<file path="src/hw/rtl/pble_pkg.sv">
// Shared types and codes for the positional byte list engine.
`timescale 1ns / 1ps

package pble_pkg;

  // Request codes carried in the low bits of the slave-side tdata.
  typedef enum logic [2:0] {
    REQ_INS_TAIL = 3'd0,
    REQ_INS_HEAD = 3'd1,
    REQ_INS_POS  = 3'd2,
    REQ_DEL_TAIL = 3'd3,
    REQ_DEL_HEAD = 3'd4,
    REQ_DEL_POS  = 3'd5,
    REQ_SEARCH   = 3'd6
  } req_e;

  // Result status codes.
  typedef enum logic [2:0] {
    STAT_OK    = 3'd0,
    STAT_EMPTY = 3'd1,
    STAT_RANGE = 3'd2,
    STAT_FULL  = 3'd3,
    STAT_MISS  = 3'd4
  } status_e;

  // Operation broadcast to every cell of the chain.
  typedef enum logic [1:0] {
    CELL_HOLD = 2'd0,
    CELL_INS  = 2'd1,
    CELL_DEL  = 2'd2,
    CELL_CMP  = 2'd3
  } cell_op_e;

  typedef struct packed {
    cell_op_e    op;
    logic [7:0]  item;
  } cell_ctrl_t;

  // Controller states.
  typedef enum logic {
    FSM_IDLE = 1'b0,
    FSM_SCAN = 1'b1
  } fsm_state_e;

endpackage

</file>
<file path="src/hw/rtl/positional_byte_list_engine_top.sv">
// Top level of the positional byte list engine: request decode, cell chain and result register.
`timescale 1ns / 1ps

// The engine keeps an ordered list of up to DEPTH bytes in a chain of cells,
// one byte per cell, with the head in cell 0. Inserts and deletes are done in
// place: every cell behind the affected position takes the byte of its left
// or right neighbor at the same clock edge, so an insert or delete beat has
// its result registered in the cycle it is accepted. A search takes longer.
// In the accept cycle every cell compares its byte with the key and stores a
// hit flag; a scan counter then walks the hit flags from the head, one cell
// per cycle, and stops at the first hit or at the tail. A search occupies the
// engine until its scan ends, and the slave side deasserts tready during the
// scan. Results leave through a single output register; a new request is
// accepted while that register holds a result only if the master side takes
// the result in the same cycle. Failed requests leave the list unchanged and
// report an error status with item_out and found_index zero. The list_length
// field reports the element count after the request, truncated to five bits.
// The cell contents are not cleared at reset; the length is, so no clearing
// pass is needed.
module positional_byte_list_engine_top #(
  parameter int DEPTH = 16
) (
  input  logic        clk_i,
  input  logic        rst_ni,
  // Slave-side beat, tdata from bit 0: req_type[2:0], item[10:3], position[15:11].
  input  logic        s_axis_tvalid,
  output logic        s_axis_tready,
  input  logic [15:0] s_axis_tdata,
  // Master-side beat, tdata from bit 0: status[2:0], item_out[10:3],
  // found_index[15:11], list_length[20:16], zero padding[23:21].
  output logic        m_axis_tvalid,
  input  logic        m_axis_tready,
  output logic [23:0] m_axis_tdata
);

  // Length register width, cell address width and the width used for
  // comparisons between the length and the five-bit position field.
  localparam int LW = $clog2(DEPTH + 1);
  localparam int AW = (DEPTH > 1) ? $clog2(DEPTH) : 1;
  localparam int PW = (LW > 5) ? LW : 5;

  // Unpacked request fields.
  logic [2:0] req_type;
  logic [7:0] req_item;
  logic [4:0] req_pos;

  assign req_type = s_axis_tdata[2:0];
  assign req_item = s_axis_tdata[10:3];
  assign req_pos  = s_axis_tdata[15:11];

  // Control state.
  pble_pkg::fsm_state_e state_q, state_d;
  logic [LW-1:0]        len_q, len_d;
  logic [AW-1:0]        cnt_q, cnt_d;
  logic                 out_valid_q, out_valid_d;

  // Result register, no reset needed.
  logic [2:0] out_status_q, out_status_d;
  logic [7:0] out_item_q, out_item_d;
  logic [4:0] out_found_q, out_found_d;
  logic [4:0] out_len_q, out_len_d;

  // Chain wiring.
  pble_pkg::cell_ctrl_t cell_ctrl;
  logic [PW-1:0]        cell_idx;
  logic [PW-1:0]        len_ext;
  logic [7:0]           data_w  [DEPTH];
  logic [7:0]           left_w  [DEPTH];
  logic [7:0]           right_w [DEPTH];
  logic [DEPTH-1:0]     match_w;

  logic accept;
  logic out_free;

  assign len_ext  = PW'(len_q);
  assign out_free = !out_valid_q || m_axis_tready;

  for (genvar i = 0; i < DEPTH; i++) begin : g_cell
    if (i == 0) begin : g_head
      assign left_w[i] = 8'h00;
    end else begin : g_body
      assign left_w[i] = data_w[i-1];
    end
    if (i == DEPTH - 1) begin : g_tail
      assign right_w[i] = 8'h00;
    end else begin : g_inner
      assign right_w[i] = data_w[i+1];
    end

    pble_cell #(
      .INDEX (i),
      .PW    (PW)
    ) u_cell (
      .clk_i   (clk_i),
      .ctrl_i  (cell_ctrl),
      .idx_i   (cell_idx),
      .len_i   (len_ext),
      .left_i  (left_w[i]),
      .right_i (right_w[i]),
      .data_o  (data_w[i]),
      .match_o (match_w[i])
    );
  end

  assign s_axis_tready = (state_q == pble_pkg::FSM_IDLE) && out_free;
  assign accept        = s_axis_tvalid && s_axis_tready;

  always_comb begin
    logic [PW-1:0] pos_ext;
    logic [PW-1:0] del_pos;
    logic          full;
    logic          empty;
    logic          hit;
    logic          last;
    logic          out_load;

    pos_ext = PW'(req_pos);
    del_pos = pos_ext;
    full    = (len_q == LW'(DEPTH));
    empty   = (len_q == '0);
    hit     = match_w[cnt_q];
    last    = (LW'(cnt_q) == len_q - LW'(1));

    state_d   = state_q;
    len_d     = len_q;
    cnt_d     = cnt_q;
    out_load  = 1'b0;
    cell_ctrl = '{op: pble_pkg::CELL_HOLD, item: req_item};
    cell_idx  = '0;

    out_status_d = out_status_q;
    out_item_d   = out_item_q;
    out_found_d  = out_found_q;
    out_len_d    = out_len_q;

    case (state_q)
      pble_pkg::FSM_IDLE: begin
        if (accept) begin
          out_load     = 1'b1;
          out_status_d = pble_pkg::STAT_OK;
          out_item_d   = 8'h00;
          out_found_d  = 5'd0;
          case (req_type)
            pble_pkg::REQ_INS_TAIL, pble_pkg::REQ_INS_HEAD, pble_pkg::REQ_INS_POS: begin
              if (req_type == pble_pkg::REQ_INS_TAIL) begin
                cell_idx = len_ext;
              end else if (req_type == pble_pkg::REQ_INS_HEAD) begin
                cell_idx = '0;
              end else begin
                cell_idx = pos_ext;
              end
              // The position check takes precedence over the full check.
              if (cell_idx > len_ext) begin
                out_status_d = pble_pkg::STAT_RANGE;
              end else if (full) begin
                out_status_d = pble_pkg::STAT_FULL;
              end else begin
                cell_ctrl.op = pble_pkg::CELL_INS;
                len_d        = len_q + LW'(1);
              end
            end
            pble_pkg::REQ_DEL_TAIL, pble_pkg::REQ_DEL_HEAD, pble_pkg::REQ_DEL_POS: begin
              if (req_type == pble_pkg::REQ_DEL_TAIL) begin
                del_pos = len_ext;
              end else if (req_type == pble_pkg::REQ_DEL_HEAD) begin
                del_pos = PW'(1);
              end
              cell_idx = del_pos - PW'(1);
              if (empty) begin
                out_status_d = pble_pkg::STAT_EMPTY;
              end else if (del_pos == '0 || del_pos > len_ext) begin
                out_status_d = pble_pkg::STAT_RANGE;
              end else begin
                cell_ctrl.op = pble_pkg::CELL_DEL;
                out_item_d   = data_w[cell_idx[AW-1:0]];
                len_d        = len_q - LW'(1);
              end
            end
            pble_pkg::REQ_SEARCH: begin
              if (empty) begin
                out_status_d = pble_pkg::STAT_EMPTY;
              end else begin
                // Latch hit flags in every cell and start the scan at the head.
                out_load     = 1'b0;
                cell_ctrl.op = pble_pkg::CELL_CMP;
                cnt_d        = '0;
                state_d      = pble_pkg::FSM_SCAN;
              end
            end
            default: begin
            end
          endcase
          out_len_d = 5'(len_d);
        end
      end
      pble_pkg::FSM_SCAN: begin
        if (hit || last) begin
          if (out_free) begin
            out_load     = 1'b1;
            out_item_d   = 8'h00;
            out_len_d    = 5'(len_q);
            out_status_d = hit ? pble_pkg::STAT_OK : pble_pkg::STAT_MISS;
            out_found_d  = hit ? 5'(LW'(cnt_q) + LW'(1)) : 5'd0;
            state_d      = pble_pkg::FSM_IDLE;
          end
        end else begin
          cnt_d = cnt_q + AW'(1);
        end
      end
      default: begin
        state_d = pble_pkg::FSM_IDLE;
      end
    endcase

    if (out_load) begin
      out_valid_d = 1'b1;
    end else if (m_axis_tready) begin
      out_valid_d = 1'b0;
    end else begin
      out_valid_d = out_valid_q;
    end
  end

  always_ff @(posedge clk_i or negedge rst_ni) begin
    if (!rst_ni) begin
      state_q     <= pble_pkg::FSM_IDLE;
      len_q       <= '0;
      cnt_q       <= '0;
      out_valid_q <= 1'b0;
    end else begin
      state_q     <= state_d;
      len_q       <= len_d;
      cnt_q       <= cnt_d;
      out_valid_q <= out_valid_d;
    end
  end

  always_ff @(posedge clk_i) begin
    out_status_q <= out_status_d;
    out_item_q   <= out_item_d;
    out_found_q  <= out_found_d;
    out_len_q    <= out_len_d;
  end

  assign m_axis_tvalid = out_valid_q;
  assign m_axis_tdata  = {3'b000, out_len_q, out_found_q, out_item_q, out_status_q};

endmodule

</file>
<file path="src/hw/rtl/pble_cell.sv">
// One storage cell of the list chain: holds a byte and a search-hit flag.
`timescale 1ns / 1ps

module pble_cell #(
  parameter int INDEX = 0,
  parameter int PW    = 5
) (
  input  logic                 clk_i,
  input  pble_pkg::cell_ctrl_t ctrl_i,
  input  logic [PW-1:0]        idx_i,
  input  logic [PW-1:0]        len_i,
  input  logic [7:0]           left_i,
  input  logic [7:0]           right_i,
  output logic [7:0]           data_o,
  output logic                 match_o
);

  logic [7:0] data_q, data_d;
  logic       match_q, match_d;
  logic [PW-1:0] my_idx;

  assign my_idx = PW'(INDEX);

  always_comb begin
    data_d  = data_q;
    match_d = match_q;
    case (ctrl_i.op)
      pble_pkg::CELL_INS: begin
        // Cells behind the insertion point take their left neighbor's byte.
        if (my_idx > idx_i) begin
          data_d = left_i;
        end else if (my_idx == idx_i) begin
          data_d = ctrl_i.item;
        end
      end
      pble_pkg::CELL_DEL: begin
        // Cells at and behind the victim take their right neighbor's byte.
        if (my_idx >= idx_i) begin
          data_d = right_i;
        end
      end
      pble_pkg::CELL_CMP: begin
        match_d = (data_q == ctrl_i.item) && (my_idx < len_i);
      end
      default: begin
      end
    endcase
  end

  always_ff @(posedge clk_i) begin
    data_q  <= data_d;
    match_q <= match_d;
  end

  assign data_o  = data_q;
  assign match_o = match_q;

endmodule

</file>
<file path="config.mk">
export PLATFORM = sky130hd
export DESIGN_NAME = positional_byte_list_engine_top
export DESIGN_NICKNAME = d
export VERILOG_FILES = /design/src/hw/rtl/pble_pkg.sv /design/src/hw/rtl/positional_byte_list_engine_top.sv /design/src/hw/rtl/pble_cell.sv
export SDC_FILE = /design/constraint.sdc
export NUM_CORES = 1
export LEC_CHECK = 0
export BUFFER_PORTS_ARGS = -buffer_cell sky130_fd_sc_hd__buf_2
export CORE_MARGIN = 3
export CORE_UTILIZATION = 35
export DETAILED_ROUTE_END_ITERATION = 8
export GPL_TIMING_DRIVEN = 1
export PLACE_DENSITY = 0.49
export SYNTH_ARGS = -nofsm -noshare
export SYNTH_HDL_FRONTEND = slang
export SYNTH_SLANG_ARGS = --single-unit
</file>
<file path="constraint.sdc">
create_clock -name clk_i -period 5.2 [get_ports clk_i]
set_input_delay 0.52 -clock clk_i [delete_from_list [all_inputs] [get_ports clk_i]]
set_output_delay 0.52 -clock clk_i [all_outputs]
set_load 0.01 [all_outputs]
</file>
==> metrics.cfg, run 1 <==
[clock_network]
cts_max_path_buffers = 2
clk_latency_ns = 0.46
cts_tree = built
cts_resized = 0
root_buffer = clkbuf_16
cts_setup_buffers = 0
cts.sinks = 176
htreeDepth = 4
path_clk_slew_ns = 0.08
cts_made_buffers = 17

[timing]
grt_setup_unrepaired = no
fmax_mhz = 221
max-slew-margin-rel_pct = 14.2
timing.final.hold_violations = 0
finalCritPeriodShare_pct = 87.1
min_period_ns = 4.53
drv_slew = 0
skew_ns = 0.0172
hold_ws_ns = 0.426
setup_viol = 0
setup-tns-final_ns = 0
setup_slack_ns = 0.671
tightest_slew_ns = 1.27

[yosys]
ys_types = 91
synthSimpleGateAreaFrac_pct = 17.2
synth_xor_area_share_pct = 9.35
synthAdderAreaFrac_pct = 1.65
syn_area_um2 = 13700
syn_avg_cell_area_um2 = 9.53
syn_inst = 1435
ys.flop_type = edfxtp_1
synth_enable_flop_cells = 165
ys_seq_area_share_pct = 38.3
synth.area.mux_share_pct = 6.83
async_flop_share_pct = 6.25
synth_compound_area_share_pct = 21.0
synth_top_family_by_area = compound AO/OA/AOI/OAI gates
ys_ff_latch = 176
yosysWarnings = 0

[min_path]
min_path_type = in -> reg

[critical_path]
startpoint_type = input port
cp_slowest_cell = a311oi_4
crit_family = compound AO/OA/AOI/OAI gates
cp_max_fo = 115
arrival_ns = 4.70
critical_path.max_stage_delay_ns = 0.56
path_cells = buf_2 > and2b_2 > a311oi_4 > ha_1 > nor2b_1 > o21a_1 > o21ai_0 > a221o_1 > and3_1 > o211a_1 > ha_4 > buf_12 > o32a_1 > o221ai_1
cp_num_buf_inv = 2
cp-end-kind = flop
required_ns = 5.37
crit_type = in -> reg

[route]
drc = 0
drt-total-wl_um = 56100
dr.pass1.iters = 6
post_drt_via_cell_ratio = 6.38
drtIter0Drc = 1612
vias = 12500
wl_per_cell_um = 28.6
ant_nets = 0

[place]
port_buffers = 42
place_ws_ns = 0.283
dp_hpwl_um = 39100
gp_congestion = 0.967
dpl_cell_area_um2 = 14500

[global_route]
grt_pass1_wl_um = 81800
grt_start_max_net_pins = 116
antenna_found_initial = 0
grt.overflow.total = 0
grt_usage_pct = 26.8
grt_pass1_vias = 11800

[run]
drv_cap = 0

[floorplan]
die-area_um2 = 41500
core-area_um2 = 38100
die_h_um = 204
io_pins = 46
die_width_um = 204
num_rows = 71
start_util_pct = 35.9

[pwr]
power_density_nw_per_um2 = 483
p_leak_uw = 0.00517
ir_drop_mv = 0.255

[cells_and_area]
nets = 1476
final_area_um2 = 15100
areaGrowthSynthToFinish_pct = 10.6
mostFrequentLayoutCells = nand2_1 (212), edfxtp_1 (165), xnor2_1 (119)
n_fill_cell = 3813
drive_above_1_share_pct = 14.8
final_common_cell = nand2_1

[outcome]
outcome = completed

## per-stage QoR
stage               util, %  total power (uW)  std cells
global route           39.7              7660       1962
detailed placement     38.1              5910       1929
floorplan                 -              4680       1437
finish                 39.7              7300       1963
CTS                    39.7              7240       1962
global placement       38.1              5880       1929
## Yosys cell counts (27+ instances only)
master	number	area [um^2]
mux4_2	35	788
o211ai_1	78	586
clkbuf_1	84	315
nor2_1	67	251
nand4_1	68	425
xor2_1	27	236
nand3_1	27	135
xnor2_1	119	1040
edfxtp_1	165	4950
inv_1	57	214
nand2_1	213	800
o21ai_0	79	395
and2_1	30	188
## repair_timing
| action | in CTS | in global routing |
|---|---|---|
| setup endpoints to repair | 0 | 0 |
| hold endpoints to repair | 11 | 0 |
| hold buffers | 1 | 0 |
## flip-flops by register name (all words and copies together), names as in the netlist
| signal | flops |
|---|---|
| m_axis_tvalid | 1 |
| g_cell.u_cell.match_o | 16 |
| len_ext | 5 |
| state_q | 1 |
| out_status_q | 3 |
| cnt_q | 4 |
| out_item_q | 8 |
| out_len_q | 5 |
| g_cell.u_cell.data_o | 128 |
| out_found_q | 5 |
## path summary, 6_finish.rpt
kind | cells past startpoint | slack, ns | end | start
worst max-delay path | 14 | 0.67 | g_cell[3].u_cell.data_o[0] | s_axis_tdata[2]
worst min-delay path | 3 | 0.43 | m_axis_tvalid | m_axis_tready
worst max register to register | 16 | 0.69 | g_cell[3].u_cell.data_o[7] | len_ext[1]
worst min register to register | 2 | 0.59 | m_axis_tvalid | m_axis_tvalid
max in group asynchronous | 2 | 4.48 | m_axis_tvalid | rst_ni
min in group asynchronous | 2 | 0.48 | len_ext[3] | rst_ni
## area by class of cell
type | count | area (um^2) | share of cell area (%)
repair buffers | 104 | 703 | 4.65
diodes | 1 | 2.50 | 0.0166
well taps | 511 | 639 | 4.23
flip-flops and latches | 176 | 5230 | 34.6
inverters | 60 | 225 | 1.49
clock inverters | 12 | 115 | 0.762
clock buffers | 20 | 478 | 3.16
multi-input cells | 1079 | 7720 | 51.1
## worst reg2reg max path: stages (launching register included)
cell and delay, ns:
dfrtp_1 0.38, inv_1 0.35, nor3_1 0.17, a21o_1 0.19, ha_1 0.28, nor2b_1 0.13, o21a_1 0.15, o21a_1 0.17
o31a_1 0.28, nor3_1 0.33, o21ai_0 0.30, ha_4 0.29, inv_2 0.16, buf_4 0.23, o311ai_0 0.16, o32a_1 0.49
o221ai_1 0.26
## where the power goes
part           internal, uW  switching [uW]
Clock                   688             662
Sequential             2150             554
Combinational          1260            1990
Total                  4100            3210
## per-layer routing
layer	share of wire, %	vias up	global-route usage, %
met5	0	-	0
met4	3.9	0	9.17
met3	10	109	7.04
met2	44	747	40.9
met1	41	6221	36.9
li1	-	5441	-
## cell families after synthesis
kind of cell / Yosys count
AOI/OAI and AO/OA: 380
and+or+nand+nor: 483
DFF: 176
adders and majority gates: 18
other: 1
muxes: 49
buffers and inverters: 182
xor gates and xnor gates: 146
(Power assumes the default switching activity.)
==> inputs of run 2 (changes only) <==
--- a/config.mk
+++ b/config.mk
@@ -8,9 +8,11 @@
 export BUFFER_PORTS_ARGS = -buffer_cell sky130_fd_sc_hd__buf_2
 export CORE_MARGIN = 3
 export CORE_UTILIZATION = 35
+export CTS_BUF_LIST = sky130_fd_sc_hd__clkbuf_4 sky130_fd_sc_hd__clkbuf_8
 export DETAILED_ROUTE_END_ITERATION = 8
 export GPL_TIMING_DRIVEN = 1
 export PLACE_DENSITY = 0.49
+export SLEW_MARGIN = 10
 export SYNTH_ARGS = -nofsm -noshare
 export SYNTH_HDL_FRONTEND = slang
 export SYNTH_SLANG_ARGS = --single-unit
==> run 2 against run 1 <==
Cell count about the same; register-to-register slack worse by 0.04 ns; clock skew increased by 0.0051 ns; global-route usage hardly changed; largest cell class unchanged; highest routed layer unchanged; worst setup slack worse by 0.021 ns.
==> metrics.cfg, run 2 (synthesized netlist as in run 1, its figures left out) <==
[critical_path]
cp-startpoint = len_ext[1]  ; was s_axis_tdata[2]
worstRegToRegCells = 16  ; unchanged
cp_num_buf_inv = 2  ; unchanged
timing.rr.start = len_ext[1]  ; unchanged
crit_family = simple AND/OR/NAND/NOR gates  ; was compound AO/OA/AOI/OAI gates
startpoint_type = flop  ; was input port
critical_path.max_stage_delay_ns = 0.52  ; was 0.56 ns
cp_slowest_cell = nor2_1  ; was a311oi_4
cp_max_fo = 10  ; was 115
crit_type = reg -> reg  ; was in -> reg
arrival_ns = 4.75  ; was 4.70 ns
r2r-end = g_cell[6].u_cell.data_o[0]  ; was g_cell[3].u_cell.data_o[7]
crit_end = g_cell[6].u_cell.data_o[0]  ; was g_cell[3].u_cell.data_o[0]
worstSetupPathDepth = 16  ; was 14
path_cells = inv_1 > nor3_1 > a21o_1 > ha_1 > nor2b_1 > o21a_1 > o21a_1 > o31a_1 > nor3_1 > o21ai_0 > inv_1 > ha_1 > nor2_1 > nor2_1 > o21ai_0 > and2_1  ; was buf_2 > and2b_2 > a311oi_4 > ha_1 > nor2b_1 > o21a_1 > o21ai_0 > a221o_1 > and3_1 > o211a_1 > ha_4 > buf_12 > o32a_1 > o221ai_1
required_ns = 5.40  ; was 5.37 ns
r2r_slack_ns = 0.65  ; was 0.69 ns
cp-end-kind = flop  ; unchanged

[pwr]
p_sw_share_pct = 45.2  ; was 43.9%
p_total_uw = 6990  ; was 7300 uW
p_sw_uw = 3160  ; was 3210 uW
p_leak_uw = 0.00508  ; was 0.00517 uW
internal_power_uw = 3830  ; was 4100 uW
power_density_nw_per_um2 = 469  ; was 483 nW/um^2
power.share.clock_pct = 14.8  ; was 18.5%
seqPwrFrac_pct = 38.7  ; was 37.1%
ir_drop_mv = 0.198  ; was 0.255 mV
p_comb_share_pct = 46.5  ; was 44.5%

[place]
dp_hpwl_um = 39100  ; unchanged
port_buffers = 42  ; unchanged
gp_congestion = 0.967  ; unchanged

[timing]
fmax_mhz = 220  ; was 221 MHz
max-slew-margin-rel_pct = 15.1  ; was 14.2%
setup_viol = 0  ; unchanged
grt_setup_unrepaired = no  ; unchanged
finalCritPeriodShare_pct = 87.5  ; was 87.1%
min_period_ns = 4.55  ; was 4.53 ns
setup-tns-final_ns = 0  ; unchanged
skew_ns = 0.0223  ; was 0.0172 ns
drv_slew = 0  ; unchanged
tightest_slew_ns = 1.26  ; was 1.27 ns
timing.final.hold_violations = 0  ; unchanged

[route]
wl_per_cell_um = 28.6  ; about the same
drc = 0  ; unchanged
post_drt_via_cell_ratio = 6.36  ; was 6.38
ant_nets = 0  ; unchanged
drtIter0Drc = 1650  ; was 1612
drt-total-wl_um = 56000  ; was 56100 um
dr.pass1.iters = 5  ; was 6
vias = 12500  ; about the same

[clock_network]
cts_max_path_buffers = 2  ; unchanged
clk_latency_ns = 0.51  ; was 0.46 ns
cts.sinks = 176  ; unchanged
path_clk_slew_ns = 0.11  ; was 0.08 ns
root_buffer = clkbuf_8  ; was clkbuf_16
cts_tree = built  ; unchanged
htreeDepth = 4  ; unchanged
cts_made_buffers = 17  ; unchanged
cts_resized = 0  ; unchanged
cts_setup_buffers = 0  ; unchanged

[run]
drv_cap = 0  ; unchanged

[min_path]
min_path_type = in -> reg  ; unchanged

[cells_and_area]
multi_input_area_um2 = 7720  ; unchanged
drive_above_1_share_pct = 14.8  ; unchanged
nets = 1476  ; unchanged
final_common_cell = nand2_1  ; unchanged
areaGrowthSynthToFinish_pct = 9.17  ; was 10.6%
largest_register_ffs = 128  ; unchanged
antenna-diode-count = 0  ; was 1
finalCoreUtilization_pct = 39.2  ; was 39.7%
n_fill_cell = 3845  ; was 3813
regArea_um2 = 5230  ; unchanged
mostFrequentLayoutCells = nand2_1 (212), edfxtp_1 (165), xnor2_1 (119)  ; unchanged

[floorplan]
num_rows = 71  ; unchanged
core-area_um2 = 38100  ; unchanged
die_h_um = 204  ; unchanged
die-area_um2 = 41500  ; unchanged
die_width_um = 204  ; unchanged
start_util_pct = 35.9  ; unchanged
io_pins = 46  ; unchanged

[global_route]
grt_pass1_vias = 11800  ; about the same
grt_start_max_net_pins = 116  ; unchanged
grt_pass1_wl_um = 81800  ; about the same
grt.overflow.total = 0  ; unchanged
grt_usage_pct = 26.7  ; was 26.8%
antenna_found_initial = 0  ; unchanged

[outcome]
outcome = completed  ; unchanged

-- run 2: cell types whose count changed in the layout (fill, tap and decap cells not counted) --
cell	before	now
clkbuf_16	18	0
clkbuf_8	2	19
bufinv_16	0	1
diode_2	1	0
-- run 2: area by class of cell --
class	count	share of cell area [%]
Multi-Input combinational cell	1079	51.7
Timing Repair Buffer	104	4.71
Clock buffer	19	1.75
Tap cell	511	4.28
Sequential cell	176	35.0
Inverter	60	1.51
Clock inverter	13	0.972
-- run 2: worst reg2reg max path: stages, from the launching register on --
cell and delay (ns):
dfrtp_1 0.39, inv_1 0.35, nor3_1 0.18, a21o_1 0.19, ha_1 0.28, nor2b_1 0.13
o21a_1 0.15, o21a_1 0.17, o31a_1 0.28, nor3_1 0.34, o21ai_0 0.30, inv_1 0.16
ha_1 0.19, nor2_1 0.05, nor2_1 0.52, o21ai_0 0.18, and2_1 0.35
-- run 2: power groups by stage --
| stage | clock network [uW] | registers (uW) | logic [uW] |
|---|---|---|---|
| 6_report | 1040 | 2710 | 3250 |
| 5_1_grt | 1110 | 2740 | 3510 |
| 3_3_place_gp | 0 | 2720 | 3160 |
| 3_5_place_dp | 0 | 2720 | 3190 |
| 4_1_cts | 1050 | 2690 | 3200 |
| 2_1_floorplan | 0 | 2470 | 2200 |
-- run 2: worst min path at each step --
stage | from | endpoint | slack (ns) | cells after the start
2_1_floorplan | rst_ni | cnt_q[0] | 0.22 | 0
6_report | m_axis_tready | m_axis_tvalid | 0.37 | 3
3_3_place_gp | rst_ni | len_ext[4] | 0.42 | 1
3_5_place_dp | rst_ni | len_ext[2] | 0.43 | 1
5_1_grt | m_axis_tready | state_q | 0.35 | 3
4_1_cts | m_axis_tready | state_q | 0.34 | 3
-- run 2: metrics by stage --
stage / cells / worst slack [ns] / instance area, um^2 / hold WS [ns]
6_report: 1962 / 0.650 / 14900 / 0.365
5_1_grt: 1962 / 0.453 / 14900 / 0.353
4_1_cts: 1962 / 0.707 / 14900 / 0.345
3_5_place_dp: 1929 / 0.283 / 14500 / 0.425
3_3_place_gp: 1929 / 0.364 / 14500 / 0.422
2_1_floorplan: 1437 / 0.116 / 13700 / 0.224
-- run 2: what timing repair did --
action	4_1_cts	5_1_grt
setup endpoints to repair	0	0
hold buffers	1	0
endpoints found under the hold margin	11	0
-- run 2: routing by layer --
| metal | wire length [um] | GRT usage, % |
|---|---|---|
| met1 | 23500 | 36.9 |
| met2 | 25200 | 41.3 |
| met3 | 5510 | 6.46 |
| met4 | 1860 | 9.07 |
| met5 | 0 | 0 |
